## src/lch_pkg.sv

```systemverilog
// shared types, constants and helper functions for the letter-class histogram
package lch_pkg;

	localparam int COUNT_WIDTH = 16;
	localparam int NUM_BINS    = 27;
	localparam int BIN_W       = 5;
	localparam int LABEL_W     = 7;
	localparam int OUT_CNT_W   = 16;
	localparam int NZ_W        = 5;
	localparam int CODE_W      = 8;
	localparam int KIND_W      = 2;
	localparam int RES_PAD_W   = 7;
	localparam int RES_W       = RES_PAD_W + NZ_W + 2 * OUT_CNT_W + LABEL_W + BIN_W;

	typedef logic [COUNT_WIDTH-1:0] count_t;
	typedef logic [BIN_W-1:0]       bin_t;
	typedef logic [CODE_W-1:0]      code_t;

	localparam count_t CNT_MAX   = {COUNT_WIDTH{1'b1}};
	localparam bin_t   OTHER_BIN = BIN_W'(NUM_BINS - 1);
	localparam bin_t   LAST_BIN  = BIN_W'(NUM_BINS - 1);
	localparam bin_t   BINS_END  = BIN_W'(NUM_BINS);

	localparam code_t CHAR_LOWER_A = 8'h61;
	localparam code_t CHAR_LOWER_Z = 8'h7a;
	localparam code_t CHAR_UPPER_A = 8'h41;
	localparam code_t CHAR_UPPER_Z = 8'h5a;
	localparam code_t CHAR_DOT     = 8'h2e;

	typedef enum logic [KIND_W-1:0] {
		KIND_COUNT = 2'd0,
		KIND_READ  = 2'd1,
		KIND_CLEAR = 2'd2
	} kind_t;

	// classification of one text byte
	typedef struct packed {
		logic hit;
		bin_t bin;
	} class_t;

	// read request from the readout sequencer
	typedef struct packed {
		logic busy;
		bin_t addr;
	} scan_req_t;

	// one readout result, last field in the low bits
	typedef struct packed {
		logic [RES_PAD_W-1:0] pad;
		logic [NZ_W-1:0]      nonzero_bins;
		logic [OUT_CNT_W-1:0] max_count;
		logic [OUT_CNT_W-1:0] bin_count;
		logic [LABEL_W-1:0]   bin_label;
		bin_t                 bin_index;
	} result_t;

	function automatic class_t classify(code_t c);
		class_t r;
		code_t  d;
		r.hit = 1'b0;
		r.bin = OTHER_BIN;
		d     = '0;
		if (c >= CHAR_LOWER_A && c <= CHAR_LOWER_Z) begin
			d     = c - CHAR_LOWER_A;
			r.hit = 1'b1;
			r.bin = d[BIN_W-1:0];
		end else if (c >= CHAR_UPPER_A && c <= CHAR_UPPER_Z) begin
			d     = c - CHAR_UPPER_A;
			r.hit = 1'b1;
			r.bin = d[BIN_W-1:0];
		end else if (c == 8'h20 || (c >= 8'h09 && c <= 8'h0d)) begin
			r.hit = 1'b1;
		end else if ((c >= 8'h21 && c <= 8'h2f) || (c >= 8'h3a && c <= 8'h40) ||
			(c >= 8'h5b && c <= 8'h60) || (c >= 8'h7b && c <= 8'h7e)) begin
			r.hit = 1'b1;
		end
		return r;
	endfunction

	function automatic logic [LABEL_W-1:0] bin_label(bin_t b);
		code_t l;
		if (b == OTHER_BIN) begin
			l = CHAR_DOT;
		end else begin
			l = CHAR_UPPER_A + {{(CODE_W-BIN_W){1'b0}}, b};
		end
		return l[LABEL_W-1:0];
	endfunction

	// low bits of a count, zero extended when the counter is narrow
	function automatic logic [OUT_CNT_W-1:0] count_out(count_t c);
		logic [COUNT_WIDTH+OUT_CNT_W-1:0] x;
		x = {{OUT_CNT_W{1'b0}}, c};
		return x[OUT_CNT_W-1:0];
	endfunction

endpackage

```

## src/lch_ram.sv

```systemverilog
// generic single-write, single-read synchronous ram with registered read
module lch_ram #(
	parameter int WIDTH = 16,
	parameter int DEPTH = 32
) (
	input  logic                     clk,
	input  logic                     we,
	input  logic [$clog2(DEPTH)-1:0] waddr,
	input  logic [WIDTH-1:0]         wdata,
	input  logic [$clog2(DEPTH)-1:0] raddr,
	output logic [WIDTH-1:0]         rdata
);

	logic [WIDTH-1:0] mem [DEPTH];

	always_ff @(posedge clk) begin
		if (we) begin
			mem[waddr] <= wdata;
		end
		rdata <= mem[raddr];
	end

endmodule

```

## src/lch_update.sv

```systemverilog
// count path: read-modify-write of one bin per text byte, with forwarding and valid bits
module lch_update (
	input  logic                              clk,
	input  logic                              arst_n,
	input  logic                              count_en,
	input  lch_pkg::bin_t                     count_bin,
	input  logic                              clear_en,
	input  lch_pkg::count_t                   rdata,
	output logic [lch_pkg::NUM_BINS-1:0]      valid,
	output logic                              we,
	output lch_pkg::bin_t                     waddr,
	output lch_pkg::count_t                   wdata
);

	import lch_pkg::*;

	logic                vld_s1;
	bin_t                bin_s1;
	logic                fwd_vld_q;
	bin_t                fwd_bin_q;
	count_t              fwd_val_q;
	logic [NUM_BINS-1:0] valid_q;
	count_t              cur;
	count_t              nxt;

	// the write of the previous byte lands in the same edge as this read
	always_comb begin
		if (fwd_vld_q && fwd_bin_q == bin_s1) begin
			cur = fwd_val_q;
		end else if (valid_q[bin_s1]) begin
			cur = rdata;
		end else begin
			cur = '0;
		end
		nxt = (cur == CNT_MAX) ? cur : cur + count_t'(1);
	end

	assign we    = vld_s1;
	assign waddr = bin_s1;
	assign wdata = nxt;
	assign valid = valid_q;

	always_ff @(posedge clk or negedge arst_n) begin
		if (!arst_n) begin
			vld_s1    <= 1'b0;
			fwd_vld_q <= 1'b0;
			valid_q   <= '0;
		end else begin
			vld_s1 <= count_en;
			if (clear_en) begin
				valid_q   <= '0;
				fwd_vld_q <= 1'b0;
			end else begin
				fwd_vld_q <= vld_s1;
				if (vld_s1) begin
					valid_q[bin_s1] <= 1'b1;
				end
			end
		end
	end

	always_ff @(posedge clk) begin
		if (count_en) begin
			bin_s1 <= count_bin;
		end
		if (vld_s1) begin
			fwd_bin_q <= bin_s1;
			fwd_val_q <= nxt;
		end
	end

endmodule

```

## src/lch_readout.sv

```systemverilog
// readout sequencer: repeated selection scans over the bin ram, one result per pass
module lch_readout (
	input  logic                         clk,
	input  logic                         arst_n,
	input  logic                         start,
	input  lch_pkg::count_t              rdata,
	input  logic [lch_pkg::NUM_BINS-1:0] valid,
	output lch_pkg::scan_req_t           scan,
	output logic                         res_valid,
	input  logic                         res_ready,
	output lch_pkg::result_t             res,
	output logic                         res_last
);

	import lch_pkg::*;

	typedef enum logic [1:0] {
		S_IDLE,
		S_SCAN,
		S_EMIT
	} state_t;

	state_t          state_q;
	bin_t            rank_q;
	bin_t            scan_idx_q;
	logic            sv_s1;
	bin_t            sbin_s1;
	count_t          prev_cnt_q;
	bin_t            prev_bin_q;
	logic            best_vld_q;
	count_t          best_cnt_q;
	bin_t            best_bin_q;
	count_t          max_q;
	logic [NZ_W-1:0] nz_q;
	logic            out_vld_q;
	result_t         out_q;
	logic            out_last_q;

	logic   issuing;
	count_t scan_cnt;
	logic   cand;
	logic   take;

	assign issuing = (state_q == S_SCAN) && (scan_idx_q != BINS_END);

	always_comb begin
		scan_cnt = valid[sbin_s1] ? rdata : '0;
		// key is {count, bin}; only keys above the last emitted one qualify
		cand = (rank_q == '0) || (scan_cnt > prev_cnt_q) ||
			(scan_cnt == prev_cnt_q && sbin_s1 > prev_bin_q);
		take = sv_s1 && cand && (!best_vld_q || scan_cnt < best_cnt_q);
	end

	assign scan.busy = (state_q != S_IDLE);
	assign scan.addr = issuing ? scan_idx_q : '0;
	assign res_valid = out_vld_q;
	assign res       = out_q;
	assign res_last  = out_last_q;

	always_ff @(posedge clk or negedge arst_n) begin
		if (!arst_n) begin
			state_q    <= S_IDLE;
			rank_q     <= '0;
			scan_idx_q <= '0;
			sv_s1      <= 1'b0;
			sbin_s1    <= '0;
			prev_cnt_q <= '0;
			prev_bin_q <= '0;
			best_vld_q <= 1'b0;
			best_cnt_q <= '0;
			best_bin_q <= '0;
			max_q      <= '0;
			nz_q       <= '0;
			out_vld_q  <= 1'b0;
			out_q      <= '0;
			out_last_q <= 1'b0;
		end else begin
			sv_s1   <= issuing;
			sbin_s1 <= scan_idx_q;
			if (out_vld_q && res_ready) begin
				out_vld_q <= 1'b0;
			end
			unique case (state_q)
				S_IDLE: begin
					if (start) begin
						state_q    <= S_SCAN;
						rank_q     <= '0;
						scan_idx_q <= '0;
						best_vld_q <= 1'b0;
						max_q      <= '0;
						nz_q       <= '0;
					end
				end
				S_SCAN: begin
					if (issuing) begin
						scan_idx_q <= scan_idx_q + bin_t'(1);
					end
					if (take) begin
						best_vld_q <= 1'b1;
						best_cnt_q <= scan_cnt;
						best_bin_q <= sbin_s1;
					end
					// first pass also gathers the summary figures
					if (sv_s1 && rank_q == '0) begin
						if (scan_cnt > max_q) begin
							max_q <= scan_cnt;
						end
						if (scan_cnt != '0) begin
							nz_q <= nz_q + NZ_W'(1);
						end
					end
					if (sv_s1 && sbin_s1 == LAST_BIN) begin
						state_q <= S_EMIT;
					end
				end
				S_EMIT: begin
					if (!out_vld_q || res_ready) begin
						out_vld_q          <= 1'b1;
						out_q.pad          <= '0;
						out_q.nonzero_bins <= nz_q;
						out_q.max_count    <= count_out(max_q);
						out_q.bin_count    <= count_out(best_cnt_q);
						out_q.bin_label    <= bin_label(best_bin_q);
						out_q.bin_index    <= best_bin_q;
						out_last_q         <= (rank_q == LAST_BIN);
						if (rank_q == LAST_BIN) begin
							state_q <= S_IDLE;
						end else begin
							state_q    <= S_SCAN;
							rank_q     <= rank_q + bin_t'(1);
							prev_cnt_q <= best_cnt_q;
							prev_bin_q <= best_bin_q;
							best_vld_q <= 1'b0;
							scan_idx_q <= '0;
						end
					end
				end
				default: begin
					state_q <= S_IDLE;
				end
			endcase
		end
	end

endmodule

```

## src/letter_class_histogram.sv

```systemverilog
// top level of the letter-class histogram: stream ports, bin ram and the two control paths
//
// text bytes are classified into 27 bins: letters a-z and A-Z with case folded go to
// bins 0-25, whitespace (0x09-0x0d, 0x20) and punctuation go to bin 26, every other
// byte is dropped. counts saturate at all ones. the bins live in one 27-entry
// synchronous ram; a count transaction reads its bin on acceptance and writes the
// incremented value in the following cycle, and a one-entry forwarding register
// covers a back-to-back byte of the same bin, so count and clear transactions are
// taken at one per cycle while no readout runs. on a clear transaction a flip-flop
// valid bit per bin is dropped and an invalid bin reads as zero, so no clearing
// sweep is needed, also not after reset. a readout transaction emits all 27 bins in
// ascending count order, equal counts in bin order, each result with its label,
// count, the largest count, the number of nonzero bins and tlast on the final bin.
// the sort is a selection scan over the single ram read port: each result costs one
// pass of 27 reads, the registered read and an emit step, and the emit waits while
// the output side stalls. no input transaction is taken while a readout runs. kind
// code 3 is accepted and ignored.
module letter_class_histogram (
	input  logic                        clk,
	input  logic                        arst_n,
	input  logic                        s_axis_tvalid,
	output logic                        s_axis_tready,
	input  logic [lch_pkg::CODE_W-1:0]  s_axis_tdata,  // [7:0] char_code
	input  logic [lch_pkg::KIND_W-1:0]  s_axis_tuser,  // [1:0] kind
	output logic                        m_axis_tvalid,
	input  logic                        m_axis_tready,
	// [4:0] bin_index, [11:5] bin_label, [27:12] bin_count, [43:28] max_count,
	// [48:44] nonzero_bins, [55:49] zero
	output logic [lch_pkg::RES_W-1:0]   m_axis_tdata,
	output logic                        m_axis_tlast
);

	import lch_pkg::*;

	logic                s_xfer;
	logic                count_en;
	logic                clear_en;
	logic                read_en;
	class_t              cls;
	scan_req_t           scan;
	logic [NUM_BINS-1:0] valid;
	logic                we;
	bin_t                waddr;
	count_t              wdata;
	bin_t                raddr;
	count_t              rdata;
	result_t             res;

	// input side is closed only while a readout runs
	assign s_axis_tready = !scan.busy;
	assign s_xfer        = s_axis_tvalid && s_axis_tready;

	assign cls      = classify(s_axis_tdata);
	assign count_en = s_xfer && (s_axis_tuser == KIND_COUNT) && cls.hit;
	assign clear_en = s_xfer && (s_axis_tuser == KIND_CLEAR);
	assign read_en  = s_xfer && (s_axis_tuser == KIND_READ);

	// the readout owns the read port while busy, otherwise the incoming byte's bin
	assign raddr = scan.busy ? scan.addr : cls.bin;

	lch_ram #(
		.WIDTH (COUNT_WIDTH),
		.DEPTH (NUM_BINS)
	) u_bins (
		.clk   (clk),
		.we    (we),
		.waddr (waddr),
		.wdata (wdata),
		.raddr (raddr),
		.rdata (rdata)
	);

	lch_update u_update (
		.clk       (clk),
		.arst_n    (arst_n),
		.count_en  (count_en),
		.count_bin (cls.bin),
		.clear_en  (clear_en),
		.rdata     (rdata),
		.valid     (valid),
		.we        (we),
		.waddr     (waddr),
		.wdata     (wdata)
	);

	lch_readout u_readout (
		.clk       (clk),
		.arst_n    (arst_n),
		.start     (read_en),
		.rdata     (rdata),
		.valid     (valid),
		.scan      (scan),
		.res_valid (m_axis_tvalid),
		.res_ready (m_axis_tready),
		.res       (res),
		.res_last  (m_axis_tlast)
	);

	assign m_axis_tdata = res;

endmodule
```

## config.mk

```make
export PLATFORM = sky130hd
export DESIGN_NAME = letter_class_histogram
export DESIGN_NICKNAME = d
export VERILOG_FILES = /design/src/lch_pkg.sv /design/src/lch_ram.sv /design/src/lch_update.sv /design/src/lch_readout.sv /design/src/letter_class_histogram.sv
export SDC_FILE = /design/constraint.sdc
export NUM_CORES = 1
export LEC_CHECK = 0
export BUFFER_PORTS_ARGS = -buffer_cell sky130_fd_sc_hd__buf_2
export CAP_MARGIN = 20
export CELL_PAD_IN_SITES_DETAIL_PLACEMENT = 1
export CELL_PAD_IN_SITES_GLOBAL_PLACEMENT = 1
export CORE_UTILIZATION = 39
export CTS_CLUSTER_SIZE = 28
export DETAILED_ROUTE_END_ITERATION = 8
export GPL_ROUTABILITY_DRIVEN = 0
export PLACE_DENSITY_LB_ADDON = 0.1
export SYNTH_ARGS = -nofsm -noshare
export SYNTH_HDL_FRONTEND = slang
export SYNTH_HIERARCHICAL = 1
export SYNTH_SLANG_ARGS = --single-unit
```

## constraint.sdc

```tcl
create_clock -name clk -period 10.35 [get_ports clk]
set_input_delay 2.07 -clock clk [delete_from_list [all_inputs] [get_ports clk]]
set_output_delay 2.07 -clock clk [all_outputs]
set_load 0.1 [all_outputs]
```

==> results of run 1 <==
## where the power goes
part,leakage [uW],switching [uW],internal [uW]
clock network,0.00113,1050,1450
registers,0.00641,264,3110
logic,0.00397,2110,1360
total,0.0115,3420,5910
## cell families after synthesis
kind of cell,after synthesis,synth area share
buf+inv,184,0.02990
flops,636,0.6594
simple gates,417,0.07419
compound gates,210,0.04961
fa+ha+maj,64,0.02913
other cells,1,0.0001364
xor+xnor,22,0.007009
mux,232,0.1506
## how the worst min path moves through the flow
stage                                        from              endpoint  slack, ps  cells past startpoint
final                     u_readout/scan_idx_q[1]  u_readout/sbin_s1[1]        430                      0
after CTS                 u_readout/scan_idx_q[1]  u_readout/sbin_s1[1]        440                      0
after global routing      u_readout/scan_idx_q[2]  u_readout/sbin_s1[2]        450                      0
after detailed placement  u_readout/scan_idx_q[2]  u_readout/sbin_s1[2]        430                      0
after floorplan           u_readout/scan_idx_q[2]  u_readout/sbin_s1[2]        370                      0
after global placement    u_readout/scan_idx_q[1]  u_readout/sbin_s1[1]        430                      0
## layout make-up
class                   instances  area [sq um]  area share
repair buffers                109         818.3     0.02593
flip-flops and latches        636         18130      0.5745
clock inverters                37         379.1     0.01202
clock buffers                  92          1916     0.06071
inverters                      94         352.8     0.01118
well taps                     931          1165     0.03692
multi-input cells             952          8793      0.2787
## flip-flops by register name, summed over array words and instances (netlist names), 16 cells and up
register,cells
u_update/fwd_val_q,16
u_bins/rdata,16
u_readout/prev_cnt_q,16
u_bins/mem,432
u_readout/res,49
u_readout/best_cnt_q,16
u_update/valid,27
u_readout/max_q,16
## through the flow
stage | worst slack, ps | hold slack [ps] | util | total power [uW]
2_1_floorplan | 5270 | 374.6 | - | 6026
6_report | 4747 | 432.5 | 0.4560 | 9340
3_5_place_dp | 4174 | 425.9 | 0.4196 | 6908
5_1_grt | 4657 | 445.1 | 0.4560 | 9820
4_1_cts | 4823 | 435.8 | 0.4528 | 9441
3_3_place_gp | 4299 | 427.2 | 0.4193 | 6830
## cells in the final DEF (no fill, tap or decap), drive strengths merged, types with 6 or more instances in the layout
cell type / netlist / layout
clkbuf: 48 / 92
and2: 28 / 28
nand2b: 15 / 15
nor2: 71 / 71
and3: 11 / 11
mux2i: 36 / 36
o21ai: 81 / 81
or3: 9 / 9
clkinv: 0 / 26
o22ai: 29 / 29
dfrtp: 162 / 162
nor3: 8 / 8
o211ai: 10 / 10
nand3: 29 / 29
edfxtp: 458 / 458
nor4: 6 / 6
inv: 94 / 99
nor2b: 10 / 10
dfxtp: 16 / 16
nand4: 15 / 15
a2bb2oi: 6 / 6
xnor2: 11 / 11
buf: 42 / 109
a21oi: 31 / 31
mux2: 63 / 63
a31oi: 7 / 7
conb: 1 / 7
a21o: 6 / 6
xor2: 11 / 11
nand3b: 8 / 8
ha: 64 / 64
mux4: 133 / 133
nand2: 178 / 178
## critical path: stages
cell	delay, ps
buf_2	180
inv_1	140
ha_1	270
nor4b_1	180
or2b_1	230
o211ai_4	140
o31ai_4	230
buf_4	520
buf_4	820
mux4_2	420
mux4_2	520
mux2_2	290
## layer usage
metal | global-route usage | vias up | wire [microns]
met2 | 0.3553 | 271 | 36310
met5 | 0 | - | 0
met3 | 0.03126 | 84 | 2375
met4 | 0.04973 | 0 | 1274
li1 | - | 6906 | -
met1 | 0.2654 | 8109 | 30870
==> flow_metrics.env, run 1 <==
export IMPL_outcome="complete, no violations"
export IMPL_cp_startpoint="s_axis_tdata[0]"
export IMPL_area_delta_synth_final_pct=14.77
export IMPL_ant_nets=0
export IMPL_async_flop_share=0.2547
export IMPL_hold_viol_final=0
export IMPL_syn_cell_area_sq_um=27490
export IMPL_netlist_instances=1766
export IMPL_synth_area_leaders="edfxtp_1 50%, dfrtp_1 15%, mux4_2 11%, ha_1 2.9%, nand2_1 2.4%"
export IMPL_design_area_sq_um=31550
export IMPL_synth_edf_count=458
export IMPL_synth_top_area_share=0.5003
export IMPL_synth_cell_types=81
export IMPL_start_util=0.3973
export IMPL_dpl_cell_area_sq_um=29030
export IMPL_yosysMostFrequentCell="edfxtp_1"
export IMPL_row_count=96
export IMPL_crit_end="u_bins/rdata[5]"
export IMPL_antenna_found_initial=1
export IMPL_drc=0
export IMPL_post_cts_buffers=0
export IMPL_synth_commonest_cells="458 x edfxtp_1, 177 x nand2_1, 162 x dfrtp_1"
export IMPL_grt_overflow=0
export IMPL_powerDensity_nw_per_um2=296.0
export IMPL_grt_use_total=0.2036
export IMPL_portBuffers=65
export IMPL_clkSinkCount=636
export IMPL_clock_tree_root_cell="clkbuf_16"
export IMPL_fillCellCount=6830
export IMPL_setup_tns_ps=0
export IMPL_drive_gt1_frac=0.2391
export IMPL_rrSetupSlack_ps=5600
export IMPL_antenna_cells=0
export IMPL_worst_pin_slew_ps=1059
export IMPL_core_area_sq_um=69190
export IMPL_hpwl_microns=41780
export IMPL_fin_cells=2851
export IMPL_die_h_microns=267.5
export IMPL_slew_headroom=0.2923
export IMPL_cts_path_max_buffers=3
export IMPL_clk_pin_slew_ps=60
export IMPL_slew_violations=0
export IMPL_cts_buffers=71
export IMPL_cts_tree="done"
export IMPL_wire_per_inst_microns=24.84
export IMPL_yosys_area_top_type="edfxtp_1"
export IMPL_yosys_register_bits=636
export IMPL_first_pass_iters=4
export IMPL_post_route_min_period_ps=5603
export IMPL_reg2reg_depth=15
export IMPL_syn_avg_cell_area_sq_um=15.57
export IMPL_die_area_sq_um=71550
export IMPL_path_max_fanout=61
export IMPL_ys_warn_count=6
export IMPL_peakVddDrop_mv=0.2158
export IMPL_fp_dieW_microns=267.5
export IMPL_clk_latency_ps=620
export IMPL_cap_viol_max_count=0
export IMPL_avgViaCountPerCell=5.391
export IMPL_end_kind="flip-flop"
export IMPL_placed_cells=2710
export IMPL_setup_violations=0
export IMPL_post_cts_resized=0
export IMPL_grt_pass1_wl_microns=106400
export IMPL_ys_seq_area_frac=0.6594
export IMPL_timing_fmax_mhz=178.5
export IMPL_cts_htree_levels=3
export IMPL_crit_type="in2reg"
export IMPL_totalWireLength_microns=70830
export IMPL_vias=15370
export IMPL_ys_flop_type="edfxtp_1"
export IMPL_period_share=0.5413
export IMPL_grt_pass1_vias=16470
export IMPL_arrival_ps=6100
export IMPL_final_setup_skew_ps=24.76
export IMPL_drtIter0Drc=1085
export IMPL_ctsHoldBuffers=0
export IMPL_ios=73
export IMPL_grt_max_degree=113
export IMPL_crit_required_ps=10850
export IMPL_setup_worst_path_start_class="input port"
export IMPL_rsz0062_at_grt="no"
export IMPL_worstReg2RegEnd="u_readout/best_cnt_q[2]"
export IMPL_final_net_count=1942
export IMPL_r2r_start="u_readout/sbin_s1[0]"
export IMPL_hold_path_class="reg2reg"
export IMPL_leakage_uw=0.01151
Power figures use the tool's default switching activity.
==> run 2: changes to the inputs <==
==> constraint.sdc (replaced) <==
create_clock -name clk -period 5.07 [get_ports clk]
set_input_delay 1.014 -clock clk [delete_from_list [all_inputs] [get_ports clk]]
set_output_delay 1.014 -clock clk [all_outputs]
set_load 0.1 [all_outputs]
==> run 2 against run 1 <==
Compared with the run above: combinational power increased by 110%; clock power increased by 110%; hold slack got worse by 100 ps; sequential power increased by 100%; worst setup slack got worse by 4200 ps; final cell count increased by 0.56%; sequential share of layout area decreased by 0.25 points; non-clock buffer count increased by 16; critical path type is now reg2reg; critical path depth increased by 2; critical endpoint is now u_readout/best_cnt_q[9]; first-iteration DRC count decreased by 7.6%; highest routed layer unchanged; clock-buffer cell count decreased by 4.
==> flow_metrics.env, run 2 (synthesis results as in run 1) <==
export IMPL_rsz0062_at_grt="no"
export IMPL_avgViaCountPerCell=5.365
export IMPL_totalWireLength_microns=69800
export IMPL_area_delta_synth_final_pct=15.27
export IMPL_regMostFlops="u_bins/mem"
export IMPL_first_pass_iters=4
export IMPL_leakage_uw=0.01160
export IMPL_arrival_ps=5030
export IMPL_grt_max_degree=104
export IMPL_drive_gt1_frac=0.2459
export IMPL_crit_end="u_readout/best_cnt_q[9]"
export IMPL_peakVddDrop_mv=0.3432
export IMPL_r2r_start="u_readout/sbin_s1[0]"
export IMPL_timing_fmax_mhz=219.8
export IMPL_rrSetupSlack_ps=520
export IMPL_grt_use_total=0.2005
export IMPL_final_net_count=1958
export IMPL_ctsHoldBuffers=0
export IMPL_antenna_found_initial=0
export IMPL_path_max_fanout=14
export IMPL_wl_met1_microns=30520
export IMPL_dr_max_layer_used="met4"
export IMPL_post_cts_resized=0
export IMPL_ant_nets=0
export IMPL_grt_pass1_wl_microns=106200
export IMPL_outcome="complete, no violations"
export IMPL_reg2reg_depth=14
export IMPL_worst_pin_slew_ps=1056
export IMPL_grt_pass1_vias=16610
export IMPL_antenna_cells=0
export IMPL_cts_buffers=71
export IMPL_grt_overflow=0
export IMPL_cts_htree_levels=3
export IMPL_final_cell_mix="458 x edfxtp_1, 177 x nand2_1, 162 x dfrtp_1"
export IMPL_cap_viol_max_count=0
export IMPL_end_kind="flip-flop"
export IMPL_die_area_sq_um=71550
export IMPL_core_area_sq_um=69190
export IMPL_wl_met2_microns=35780
export IMPL_setup_worst_path_start_class="flip-flop"
export IMPL_met3_length_microns=2065
export IMPL_clk_latency_ps=620
export IMPL_cts_path_max_buffers=3
export IMPL_hold_viol_final=0
export IMPL_row_count=96
export IMPL_portBuffers=65
export IMPL_hold_path_class="in2async"
export IMPL_clk_pin_slew_ps=60
export IMPL_setup_violations=0
export IMPL_drc=0
export IMPL_post_cts_buffers=0
export IMPL_crit_required_ps=5550
export IMPL_crit_type="reg2reg"
export IMPL_wire_per_inst_microns=24.35
export IMPL_finalPower_uw=19310
export IMPL_clock_tree_root_cell="clkbuf_16"
export IMPL_final_setup_skew_ps=24.05
export IMPL_setup_tns_ps=0
export IMPL_ios=73
export IMPL_vias=15380
export IMPL_slew_headroom=0.2930
export IMPL_cts_tree="done"
export IMPL_clkSinkCount=636
export IMPL_largest_reg_flops=432
export IMPL_post_route_min_period_ps=4550
export IMPL_powerDensity_nw_per_um2=609.2
export IMPL_fp_dieW_microns=267.5
export IMPL_hpwl_microns=43810
export IMPL_period_share=0.8975
export IMPL_slew_violations=0
export IMPL_final_common_cell="edfxtp_1"
export IMPL_cp_startpoint="u_readout/sbin_s1[0]"
export IMPL_die_h_microns=267.5
export IMPL_worstReg2RegEnd="u_readout/best_cnt_q[9]"
export IMPL_start_util=0.3973
export IMPL_drtIter0Drc=1003
==> run 2: cell types whose count changed in the layout (fill, tap and decap cells not counted), sizes merged <==
cell,change
bufinv,+1
inv,-3
buf,+16
clkinv,+6
clkbuf,-4
==> run 2: worst min-delay path by stage <==
stage	start	to	slack, ps
final	arst_n	u_readout/res[11]	330
after global routing	arst_n	u_readout/res[4]	340
after CTS	u_readout/scan_idx_q[2]	u_readout/sbin_s1[2]	440
after detailed placement	u_readout/scan_idx_q[2]	u_readout/sbin_s1[2]	430
after global placement	u_readout/scan_idx_q[2]	u_readout/sbin_s1[2]	440
after floorplan	u_readout/scan_idx_q[2]	u_readout/sbin_s1[2]	370
==> run 2: per-stage QoR <==
stage	utilization	instance area (sq um)	hold WS (ps)	instances	worst slack [ps]
4_1_cts	0.4570	31620	442.3	2863	452.1
5_1_grt	0.4580	31690	340.6	2867	188.5
3_3_place_gp	0.4234	29290	435.1	2734	556.6
6_report	0.4580	31690	330.5	2867	519.7
3_5_place_dp	0.4234	29290	426.8	2734	465.6
2_1_floorplan	-	27510	374.6	1772	1046
==> run 2: final cells by class <==
class / count / area [sq um]
Tap cell: 931 / 1165
Timing Repair Buffer: 125 / 937.1
Clock inverter: 41 / 410.4
Clock buffer: 88 / 1912
Inverter: 94 / 352.8
Sequential cell: 636 / 18130
Multi-Input combinational cell: 952 / 8785
Fill cell: 6802 / 37500
==> run 2: per-layer routing <==
| layer | GRT usage | up-vias |
|---|---|---|
| met3 | 0.02602 | 92 |
| li1 | - | 6939 |
| met5 | 0 | - |
| met4 | 0.05421 | 0 |
| met2 | 0.3501 | 233 |
| met1 | 0.2625 | 8117 |
==> run 2: report_power, final <==
| group | internal [uW] | switching, uW |
|---|---|---|
| clock | 3000 | 2130 |
| combinational | 2870 | 4440 |
| sequential | 6340 | 515 |
| total | 12200 | 7080 |
==> run 2: worst max-delay path, cell delays in order, from the launching register on <==
cell,delay (ps)
dfrtp_1,520
mux4_2,530
and3_1,190
a31oi_1,140
o211ai_1,440
and2_1,420
ha_1,310
a21oi_1,150
o21ai_1,110
a2111oi_0,480
a32oi_1,180
nor3b_2,270
o21ai_2,100
buf_4,240
mux2_4,320
